File: src/design/assert_macros.svh
// Assertion macros shared by the scheduler modules.
`ifndef ASSERT_MACROS_SVH
`define ASSERT_MACROS_SVH
`ifndef SYNTHESIS
`define ASSERT_IMPL(label, clk, rst, prop, msg) \
  label: assert property (@(posedge clk) disable iff (rst) prop) else $error(msg);
`define ASSERT_NEVER(label, clk, rst, cond, msg) \
  label: assert property (@(posedge clk) disable iff (rst) !(cond)) else $error(msg);
`else
`define ASSERT_IMPL(label, clk, rst, prop, msg)
`define ASSERT_NEVER(label, clk, rst, cond, msg)
`endif
`endif

File: src/design/pps_pkg.sv
// ----------------------------------------------------------------------------
// pps_pkg
// Shared types and constants of the preemptive priority scheduler.
// ----------------------------------------------------------------------------
package pps_pkg;
  localparam int QUEUE_DEPTH = 16;
  localparam int TIME_BITS = 16;
  localparam logic MODE_ARRIVAL = 1'b0;
  localparam logic MODE_TICK = 1'b1;

  typedef struct packed {
    logic        mode;
    logic [7:0]  task_id;
    logic [15:0] burst;
    logic [7:0]  priority_req;
  } in_item_t;

  typedef struct packed {
    logic        dropped;
    logic        ran_valid;
    logic [7:0]  ran_id;
    logic        finished;
    logic [15:0] completion_time;
    logic [15:0] turnaround;
    logic [15:0] waiting;
  } out_item_t;

  typedef struct packed {
    logic load;
    logic arrive;
    logic scan_start;
    logic scan_step;
    logic shift_step;
    logic decide;
    logic push_back;
    logic finish_tick;
  } ctrl_t;

  typedef struct packed {
    logic mode;
    logic arrive_ok;
    logic queue_empty;
    logic scan_done;
    logic take;
    logic preempt;
    logic shift_done;
  } stat_t;
endpackage

File: src/design/preemptive_priority_scheduler_core.sv
// ----------------------------------------------------------------------------
// preemptive_priority_scheduler_core
// Preemptive priority scheduler with a sixteen-entry ready queue.
// ----------------------------------------------------------------------------
// One item at a time: the next item is accepted only after the result of the
// previous one has been taken. A tick scans the queue memory one entry a cycle,
// then closes the gap behind a dispatched entry one entry a cycle, pushes a
// preempted task back and runs the slot. With an empty queue a tick only runs
// the slot. The queue memory has a single read port.
module preemptive_priority_scheduler_core #(
  parameter int QUEUE_DEPTH = pps_pkg::QUEUE_DEPTH,
  parameter int TIME_BITS = pps_pkg::TIME_BITS
) (
  input  logic               clk,
  input  logic               rst,
  input  logic               in_valid,
  output logic               in_ready,
  input  pps_pkg::in_item_t  in_data,
  output logic               out_valid,
  input  logic               out_ready,
  output pps_pkg::out_item_t out_data
);
  pps_pkg::ctrl_t ctrl;
  pps_pkg::stat_t stat;

  pps_ctrl u_ctrl (
    .clk(clk), .rst(rst), .in_valid(in_valid), .in_ready(in_ready),
    .out_valid(out_valid), .out_ready(out_ready), .stat(stat), .ctrl(ctrl)
  );

  pps_datapath #(.QUEUE_DEPTH(QUEUE_DEPTH), .TIME_BITS(TIME_BITS)) u_dp (
    .clk(clk), .rst(rst), .in_item(in_data), .ctrl(ctrl), .stat(stat),
    .result(out_data)
  );
endmodule

File: src/design/pps_ram.sv
// ----------------------------------------------------------------------------
// pps_ram
// Generic single-port-write, single-read RAM with registered read data.
// ----------------------------------------------------------------------------
module pps_ram #(
  parameter int WIDTH = 8,
  parameter int DEPTH = 16
) (
  input  logic                     clk,
  input  logic                     we,
  input  logic [$clog2(DEPTH)-1:0] waddr,
  input  logic [WIDTH-1:0]         wdata,
  input  logic [$clog2(DEPTH)-1:0] raddr,
  output logic [WIDTH-1:0]         rdata
);
  logic [WIDTH-1:0] mem [DEPTH];

  always_ff @(posedge clk) begin
    if (we) begin
      mem[waddr] <= wdata;
    end
    rdata <= mem[raddr];
  end
endmodule

File: src/design/pps_datapath.sv
// ----------------------------------------------------------------------------
// pps_datapath
// Queue memory, running slot, scan for the best entry, gap closing and timing.
// ----------------------------------------------------------------------------
`include "assert_macros.svh"
module pps_datapath #(
  parameter int QUEUE_DEPTH = pps_pkg::QUEUE_DEPTH,
  parameter int TIME_BITS = pps_pkg::TIME_BITS
) (
  input  logic              clk,
  input  logic              rst,
  input  pps_pkg::in_item_t in_item,
  input  pps_pkg::ctrl_t    ctrl,
  output pps_pkg::stat_t    stat,
  output pps_pkg::out_item_t result
);
  localparam int AW = $clog2(QUEUE_DEPTH);
  localparam int CW = $clog2(QUEUE_DEPTH + 1);
  localparam int EW = 8 + 8 + 16 + TIME_BITS + 16;

  typedef struct packed {
    logic [7:0]           id;
    logic [7:0]           rank;
    logic [15:0]          left;
    logic [TIME_BITS-1:0] arrived;
    logic [15:0]          need;
  } entry_t;

  pps_pkg::in_item_t    req;
  logic [CW-1:0]        count;
  logic                 run_valid;
  entry_t               run;
  entry_t               prev;
  logic [TIME_BITS-1:0] now;
  logic [AW-1:0]        best;
  logic [7:0]           best_rank;
  entry_t               best_entry;
  logic [CW-1:0]        ptr;
  logic                 rd_pending;
  logic                 we;
  logic [AW-1:0]        waddr;
  logic [AW-1:0]        raddr;
  entry_t               wdata;
  entry_t               rdata;
  logic [CW-1:0]        ptr_idx;
  logic                 is_tick;
  logic                 better;
  logic [TIME_BITS-1:0] ct;
  logic [TIME_BITS-1:0] tat;
  logic [15:0]          left_dec;
  pps_pkg::out_item_t   result_next;

  pps_ram #(.WIDTH(EW), .DEPTH(QUEUE_DEPTH)) u_queue (
    .clk(clk), .we(we), .waddr(waddr), .wdata(wdata), .raddr(raddr), .rdata(rdata)
  );

  // The scan pointer issues one read a cycle; rd_pending marks valid data.
  always_comb begin
    we = 1'b0;
    waddr = count[AW-1:0];
    wdata = '0;
    raddr = ptr[AW-1:0];
    ptr_idx = ptr - CW'(1);
    if (ctrl.arrive) begin
      we = 1'b1;
      wdata = '{req.task_id, req.priority_req, req.burst, now, req.burst};
    end else if (ctrl.shift_step && rd_pending) begin
      we = 1'b1;
      waddr = ptr_idx[AW-1:0] - AW'(1);
      wdata = rdata;
    end else if (ctrl.push_back) begin
      we = 1'b1;
      wdata = prev;
    end
  end

  assign is_tick = (req.mode == pps_pkg::MODE_TICK);
  assign better = rd_pending && (rdata.rank < best_rank || ptr_idx == '0);

  always_comb begin
    stat = '0;
    stat.mode = req.mode;
    stat.arrive_ok = (req.burst != 16'd0) && (count < CW'(QUEUE_DEPTH));
    stat.queue_empty = (count == '0);
    stat.scan_done = (ptr >= count) && !rd_pending;
    stat.take = !run_valid;
    stat.preempt = run_valid && (run.rank > best_rank);
    stat.shift_done = (ptr >= count) && !rd_pending;
  end

  always_ff @(posedge clk) begin
    if (ctrl.load) begin
      req <= in_item;
    end
    if (ctrl.scan_start) begin
      ptr <= '0;
      rd_pending <= 1'b0;
    end else if (ctrl.scan_step || ctrl.shift_step) begin
      if (ptr < count) begin
        ptr <= ptr + CW'(1);
      end
      rd_pending <= ptr < count;
    end else if (ctrl.decide) begin
      ptr <= CW'(best) + CW'(1);
      rd_pending <= 1'b0;
    end
    if (ctrl.scan_step && better) begin
      best <= ptr_idx[AW-1:0];
      best_rank <= rdata.rank;
      best_entry <= rdata;
    end
    if (ctrl.decide && is_tick && stat.preempt) begin
      prev <= run;
    end
  end

  always_comb begin
    ct = now + TIME_BITS'(1);
    tat = ct - run.arrived;
    left_dec = (run.left != 16'd0) ? run.left - 16'd1 : 16'd0;
  end

  always_ff @(posedge clk) begin
    if (rst) begin
      count <= '0;
      run_valid <= 1'b0;
      run <= '0;
      now <= '0;
    end else begin
      if (ctrl.arrive) begin
        count <= count + CW'(1);
      end else if (ctrl.shift_step && stat.shift_done) begin
        count <= count - CW'(1);
      end else if (ctrl.push_back) begin
        count <= count + CW'(1);
      end
      if (ctrl.decide && is_tick && (stat.take || stat.preempt)) begin
        run <= best_entry;
        run_valid <= 1'b1;
      end
      if (ctrl.finish_tick) begin
        now <= ct;
        if (run_valid) begin
          run.left <= left_dec;
          if (left_dec == 16'd0) begin
            run_valid <= 1'b0;
          end
        end
      end
    end
  end

  always_comb begin
    result_next = '0;
    if (!is_tick) begin
      result_next.dropped = !stat.arrive_ok;
    end else if (run_valid) begin
      result_next.ran_valid = 1'b1;
      result_next.ran_id = run.id;
      if (left_dec == 16'd0) begin
        result_next.finished = 1'b1;
        result_next.completion_time = 16'(ct);
        result_next.turnaround = 16'(tat);
        result_next.waiting = 16'(tat - TIME_BITS'(run.need));
      end
    end
  end

  always_ff @(posedge clk) begin
    if ((ctrl.decide && !is_tick) || ctrl.finish_tick) begin
      result <= result_next;
    end
  end

  `ASSERT_NEVER(a_count_range, clk, rst, count > CW'(QUEUE_DEPTH), "queue count overflow")
  `ASSERT_IMPL(a_now_step, clk, rst, ctrl.finish_tick |=> now == $past(now) + TIME_BITS'(1),
               "time did not advance")
  `ASSERT_NEVER(a_push_room, clk, rst, ctrl.push_back && count >= CW'(QUEUE_DEPTH),
                "push into a full queue")
endmodule

File: src/design/pps_ctrl.sv
// ----------------------------------------------------------------------------
// pps_ctrl
// Sequencer for arrivals and ticks: scan, decide, close gap, push back, run.
// ----------------------------------------------------------------------------
`include "assert_macros.svh"
module pps_ctrl (
  input  logic           clk,
  input  logic           rst,
  input  logic           in_valid,
  output logic           in_ready,
  output logic           out_valid,
  input  logic           out_ready,
  input  pps_pkg::stat_t stat,
  output pps_pkg::ctrl_t ctrl
);
  localparam logic [2:0] S_IDLE = 3'd0;
  localparam logic [2:0] S_DEC = 3'd1;
  localparam logic [2:0] S_SCAN = 3'd2;
  localparam logic [2:0] S_SEL = 3'd3;
  localparam logic [2:0] S_SHIFT = 3'd4;
  localparam logic [2:0] S_PUSH = 3'd5;
  localparam logic [2:0] S_RUN = 3'd6;
  localparam logic [2:0] S_OUT = 3'd7;

  logic [2:0] state;
  logic [2:0] state_next;
  logic       pre;
  logic       pre_next;

  assign in_ready = (state == S_IDLE) && !out_valid;

  always_comb begin
    ctrl = '0;
    state_next = state;
    pre_next = pre;
    case (state)
      S_IDLE: begin
        if (in_valid && in_ready) begin
          ctrl.load = 1'b1;
          state_next = S_DEC;
        end
      end
      S_DEC: begin
        if (stat.mode == pps_pkg::MODE_ARRIVAL) begin
          ctrl.decide = 1'b1;
          ctrl.arrive = stat.arrive_ok;
          state_next = S_OUT;
        end else if (stat.queue_empty) begin
          state_next = S_RUN;
        end else begin
          ctrl.scan_start = 1'b1;
          state_next = S_SCAN;
        end
      end
      S_SCAN: begin
        ctrl.scan_step = 1'b1;
        if (stat.scan_done) begin
          state_next = S_SEL;
        end
      end
      S_SEL: begin
        ctrl.decide = 1'b1;
        pre_next = stat.preempt;
        state_next = (stat.take || stat.preempt) ? S_SHIFT : S_RUN;
      end
      S_SHIFT: begin
        ctrl.shift_step = 1'b1;
        if (stat.shift_done) begin
          state_next = pre ? S_PUSH : S_RUN;
        end
      end
      S_PUSH: begin
        ctrl.push_back = 1'b1;
        state_next = S_RUN;
      end
      S_RUN: begin
        ctrl.finish_tick = 1'b1;
        state_next = S_OUT;
      end
      S_OUT: begin
        state_next = S_IDLE;
      end
      default: state_next = S_IDLE;
    endcase
  end

  always_ff @(posedge clk) begin
    if (rst) begin
      state <= S_IDLE;
      pre <= 1'b0;
      out_valid <= 1'b0;
    end else begin
      state <= state_next;
      pre <= pre_next;
      if (state == S_OUT) begin
        out_valid <= 1'b1;
      end else if (out_ready) begin
        out_valid <= 1'b0;
      end
    end
  end

  `ASSERT_IMPL(a_one_result, clk, rst, (state == S_OUT) |=> out_valid, "result lost")
  `ASSERT_NEVER(a_busy_ready, clk, rst, in_ready && out_valid, "ready while result pending")
  `ASSERT_IMPL(a_push_after, clk, rst, (state == S_PUSH) |-> $past(state) == S_SHIFT,
               "push without shift")
endmodule

File: config.mk
export PLATFORM = sky130hd
export DESIGN_NAME = preemptive_priority_scheduler_core
export DESIGN_NICKNAME = d
export VERILOG_FILES = /design/src/design/pps_pkg.sv /design/src/design/preemptive_priority_scheduler_core.sv /design/src/design/pps_ram.sv /design/src/design/pps_datapath.sv /design/src/design/pps_ctrl.sv
export VERILOG_INCLUDE_DIRS = /design/src /design/src/design
export SDC_FILE = /design/constraint.sdc
export NUM_CORES = 2
export LEC_CHECK = 0
export BUFFER_PORTS_ARGS = -buffer_cell sky130_fd_sc_hd__buf_4
export CAP_MARGIN = 20
export CORE_MARGIN = 2
export CORE_UTILIZATION = 30
export CTS_BUF_LIST = sky130_fd_sc_hd__clkbuf_2
export DETAILED_ROUTE_END_ITERATION = 12
export PLACE_DENSITY = 0.43
export SLEW_MARGIN = 40
export SYNTH_ARGS = -nofsm -noshare
export SYNTH_HDL_FRONTEND = slang
export SYNTH_SLANG_ARGS = --single-unit
File: constraint.sdc
create_clock -name clk -period 6 [get_ports clk]
set_input_delay 0.9 -clock clk [delete_from_list [all_inputs] [get_ports clk]]
set_output_delay 0.9 -clock clk [all_outputs]
set_load 0.05 [all_outputs]
==> impl_metrics.yaml <==
die:
  die_h_microns: 431
  die-area_sq_mm: 0.185
  rows: 156
  initial_core_util_pct: 30.2
  core_sq_mm: 0.181
  io_pins: 98
  die_x_microns: 431
setup_path:
  path_class: "reg2reg"
  cp_max_fo: 6
  ff2ff_path_depth: 21
  start_kind: "register"
  end_kind: "register"
  timing.rr.start: "u_dp.now[0]"
  cp.arrival_ps: 6520
  critPathRequiredTime_ps: 7500
  reg2reg_slack_ps: 970
  reg2reg_to: "u_dp.result[15]"
clocking:
  cts_max_level: 5
  insertion_delay_ps: 1800
  cts.path.max_buffers: 4
  cts_setup_buffers: 0
  path_clk_slew_ps: 100
  cts_tree: "yes"
  numCtsBuffers: 379
  cts-root-buf: "clkbuf_2"
  cts_num_sinks: 1409
grt:
  grt_start_max_net_pins: 65
  grt-ovfl-total: 0
  track_usage_pct: 16.9
  grt_pass1_vias: 31500
  grt_pass1_wl_microns: 226000
  antenna_found_initial: 4
route:
  viasPerCell: 4.93
  drt_wl_total_microns: 158000
  detail_route.first_pass.iterations: 6
  ant_nets: 0
  drt_iter0_drc: 2554
  routedWlPerCell_microns: 26.2
  drc_errors: 0
  num_vias: 29700
layout:
  final_cell_mix: "edfxtp_1 (1,248), clkbuf_2 (561), mux4_2 (320)"
  layout_commonest_cell: "edfxtp_1"
  nNetsFinal: 3455
  drive_gt1_share_pct: 31.6
  fillers: 17200
  syn_to_final_growth_pct: 15.7
  final_area_sq_mm: 0.0632
synthesis:
  synth_area_per_cell_sq_um: 19.1
  synth_warnings: 0
  synthArstFlopShare_pct: 0
  synth-edff-count: 1248
  yosysSeqAreaShare_pct: 74.6
  syn-instance-count: 2855
  synth_nets: 2954
  synth_cell_types: 83
  synth-seq-cells: 1409
  ys.flop_type: "edfxtp_1"
  netlist_area_sq_mm: 0.0546
placement:
  post-dp-hpwl_microns: 90400
  routabilityCongestion: 0.784
  place_area_sq_mm: 0.0591
  port-buffer-count: 97
power:
  ir_drop_mv: 0.243
  seqPwrFrac_pct: 46.8
  internal_power_w: 0.0178
  swShare_pct: 33.3
  clockPowerShare_pct: 24.6
  combPwrFrac_pct: 28.6
  leakage_nw: 21.6
  power.density_mw_per_mm2: 421
  p_total_w: 0.0266
  power.switching_w: 0.00886
timing:
  worst_slew_pin_slew_ps: 1250
  skew_ps: 182
  hold_viol_final: 0
  rsz0062_at_grt: "false"
  fin_crit_ps: 5030
  fin_setup_tns_ps: 0
  slew_viol_final: 0
  finalSetupViolCount: 0
  max_freq_ghz: 0.199
  fin_crit_sh_pct: 83.8
  maxSlewHeadroom_pct: 16.9
run:
  max_cap_viol_count: 0
min_path:
  min_path_cells: 3
  hold_start: "in_data[29]"
  whs_endpoint: "u_dp.req[29]"
  min_path_type: "in2reg"
status:
  outcome: "complete, no violations"
==> synthesized netlist by cell type (all sizes together), types with 3 or more instances <==
cell type / number / area share [%]
edfxtp: 1248 / 69
mux4: 320 / 13
dfxtp: 161 / 5.9
nand2: 158 / 1.1
inv: 129 / 0.89
a21oi: 110 / 1.0
nor2: 103 / 0.72
clkbuf: 92 / 0.63
a222oi: 64 / 1.2
ha: 60 / 1.4
buf: 50 / 0.43
xnor2: 35 / 0.56
and3: 34 / 0.39
nand3: 29 / 0.30
o21ai: 26 / 0.24
xor2: 25 / 0.40
nor3: 20 / 0.20
a21o: 16 / 0.22
or3: 15 / 0.20
nor4: 13 / 0.16
a211oi: 12 / 0.19
nand2b: 11 / 0.14
nor2b: 11 / 0.13
mux2i: 9 / 0.17
nand4: 7 / 0.080
a31oi: 6 / 0.069
o211ai: 6 / 0.083
o21a: 6 / 0.083
o21bai: 5 / 0.069
o32ai: 5 / 0.080
a22oi: 4 / 0.055
a311oi: 4 / 0.064
and2: 4 / 0.046
or2: 4 / 0.046
a21boi: 3 / 0.041
a32oi: 3 / 0.048
nand3b: 3 / 0.041
nand4b: 3 / 0.048
o2111ai: 3 / 0.048
o31ai: 3 / 0.066
o41ai: 3 / 0.048
==> how the worst max path moves through the flow <==
stage	startpoint	to	slack, ps
CTS	u_dp.now[0]	u_dp.result[15]	1010
global placement	u_dp.now[0]	u_dp.result[15]	890
floorplan	u_dp.ptr[1]	u_dp.best[0]	70
finish	u_dp.now[0]	u_dp.result[15]	970
global route	u_dp.now[0]	u_dp.result[15]	580
detailed placement	u_dp.now[0]	u_dp.result[15]	1070
==> cells by family after synthesis <==
family | count (synthesis) | synth area share (%)
compound gates | 295 | 3.85
mux | 330 | 13.4
xor+xnor | 61 | 1.00
simple gates | 427 | 3.81
fa+ha+maj | 62 | 1.45
flops | 1409 | 74.6
buf+inv | 271 | 1.95
==> critical path: stages, from the launching register on <==
cell	delay (ps)
dfxtp_1	510
ha_1	300
nand3_2	150
or3_1	500
nor2_2	210
xor2_1	210
ha_1	290
or2_2	300
nor2b_1	130
o21ai_0	140
nand2_1	140
a21o_1	210
a211oi_1	300
nor3_1	110
ha_1	340
nor2_1	180
inv_1	70
a21oi_1	150
a21oi_1	70
xnor2_1	160
o31a_1	130
o21ba_1	180
==> metal layers <==
layer | vias to the layer above | wire [microns] | GRT usage, %
met5 | - | 0 | 0
met4 | 0 | 3200 | 5.10
met3 | 244 | 8240 | 3.45
met2 | 970 | 78500 | 28.5
met1 | 15700 | 67700 | 22.0
li1 | 12800 | - | -
==> sequential cells by signal, indices dropped and copies added (netlist names), 5 cells and up <==
name                cells
u_dp.u_queue.mem     1024
u_dp.prev              64
u_dp.run               64
u_dp.u_queue.rdata     64
u_dp.result            59
u_dp.best_entry        56
u_dp.req               32
u_dp.now               16
u_dp.best_rank          8
u_dp.count              5
u_dp.ptr                5
==> area by class of cell <==
| type | count | area, sq um | share of cell area (%) |
|---|---|---|---|
| clock inverter | 107 | 479 | 0.759 |
| tap | 2370 | 2970 | 4.69 |
| multi-input combinational | 1175 | 13000 | 20.6 |
| antenna | 10 | 25.0 | 0.0396 |
| clock buffer | 560 | 2800 | 4.44 |
| timing repair buffer | 262 | 2680 | 4.25 |
| sequential | 1409 | 40700 | 64.5 |
| inverter | 129 | 484 | 0.767 |
==> power groups by stage <==
stage | Combinational, W | Clock [W] | Sequential, W
2_1_floorplan | 0.00510 | 0 | 0.0126
5_1_grt | 0.00816 | 0.00735 | 0.0125
3_5_place_dp | 0.00766 | 0 | 0.0127
4_1_cts | 0.00773 | 0.00687 | 0.0125
6_report | 0.00760 | 0.00656 | 0.0125
3_3_place_gp | 0.00745 | 0 | 0.0127
==> per-stage QoR <==
step	std cells	hold slack (ps)	utilization, %	setup WS (ps)
6_report	6022	330	34.9	972
3_3_place_gp	5253	414	32.5	888
4_1_cts	6011	23.1	34.9	1010
5_1_grt	6019	96.3	34.9	585
3_5_place_dp	5271	415	32.7	1070
2_1_floorplan	2855	403	-	70.5
==> repair_timing <==
item / CTS / global route
gates resized for setup: 0 / 0
hold buffers: 73 / 0
endpoints found under the hold margin: 154 / 0
No activity file was read; power rests on OpenSTA's default activity.
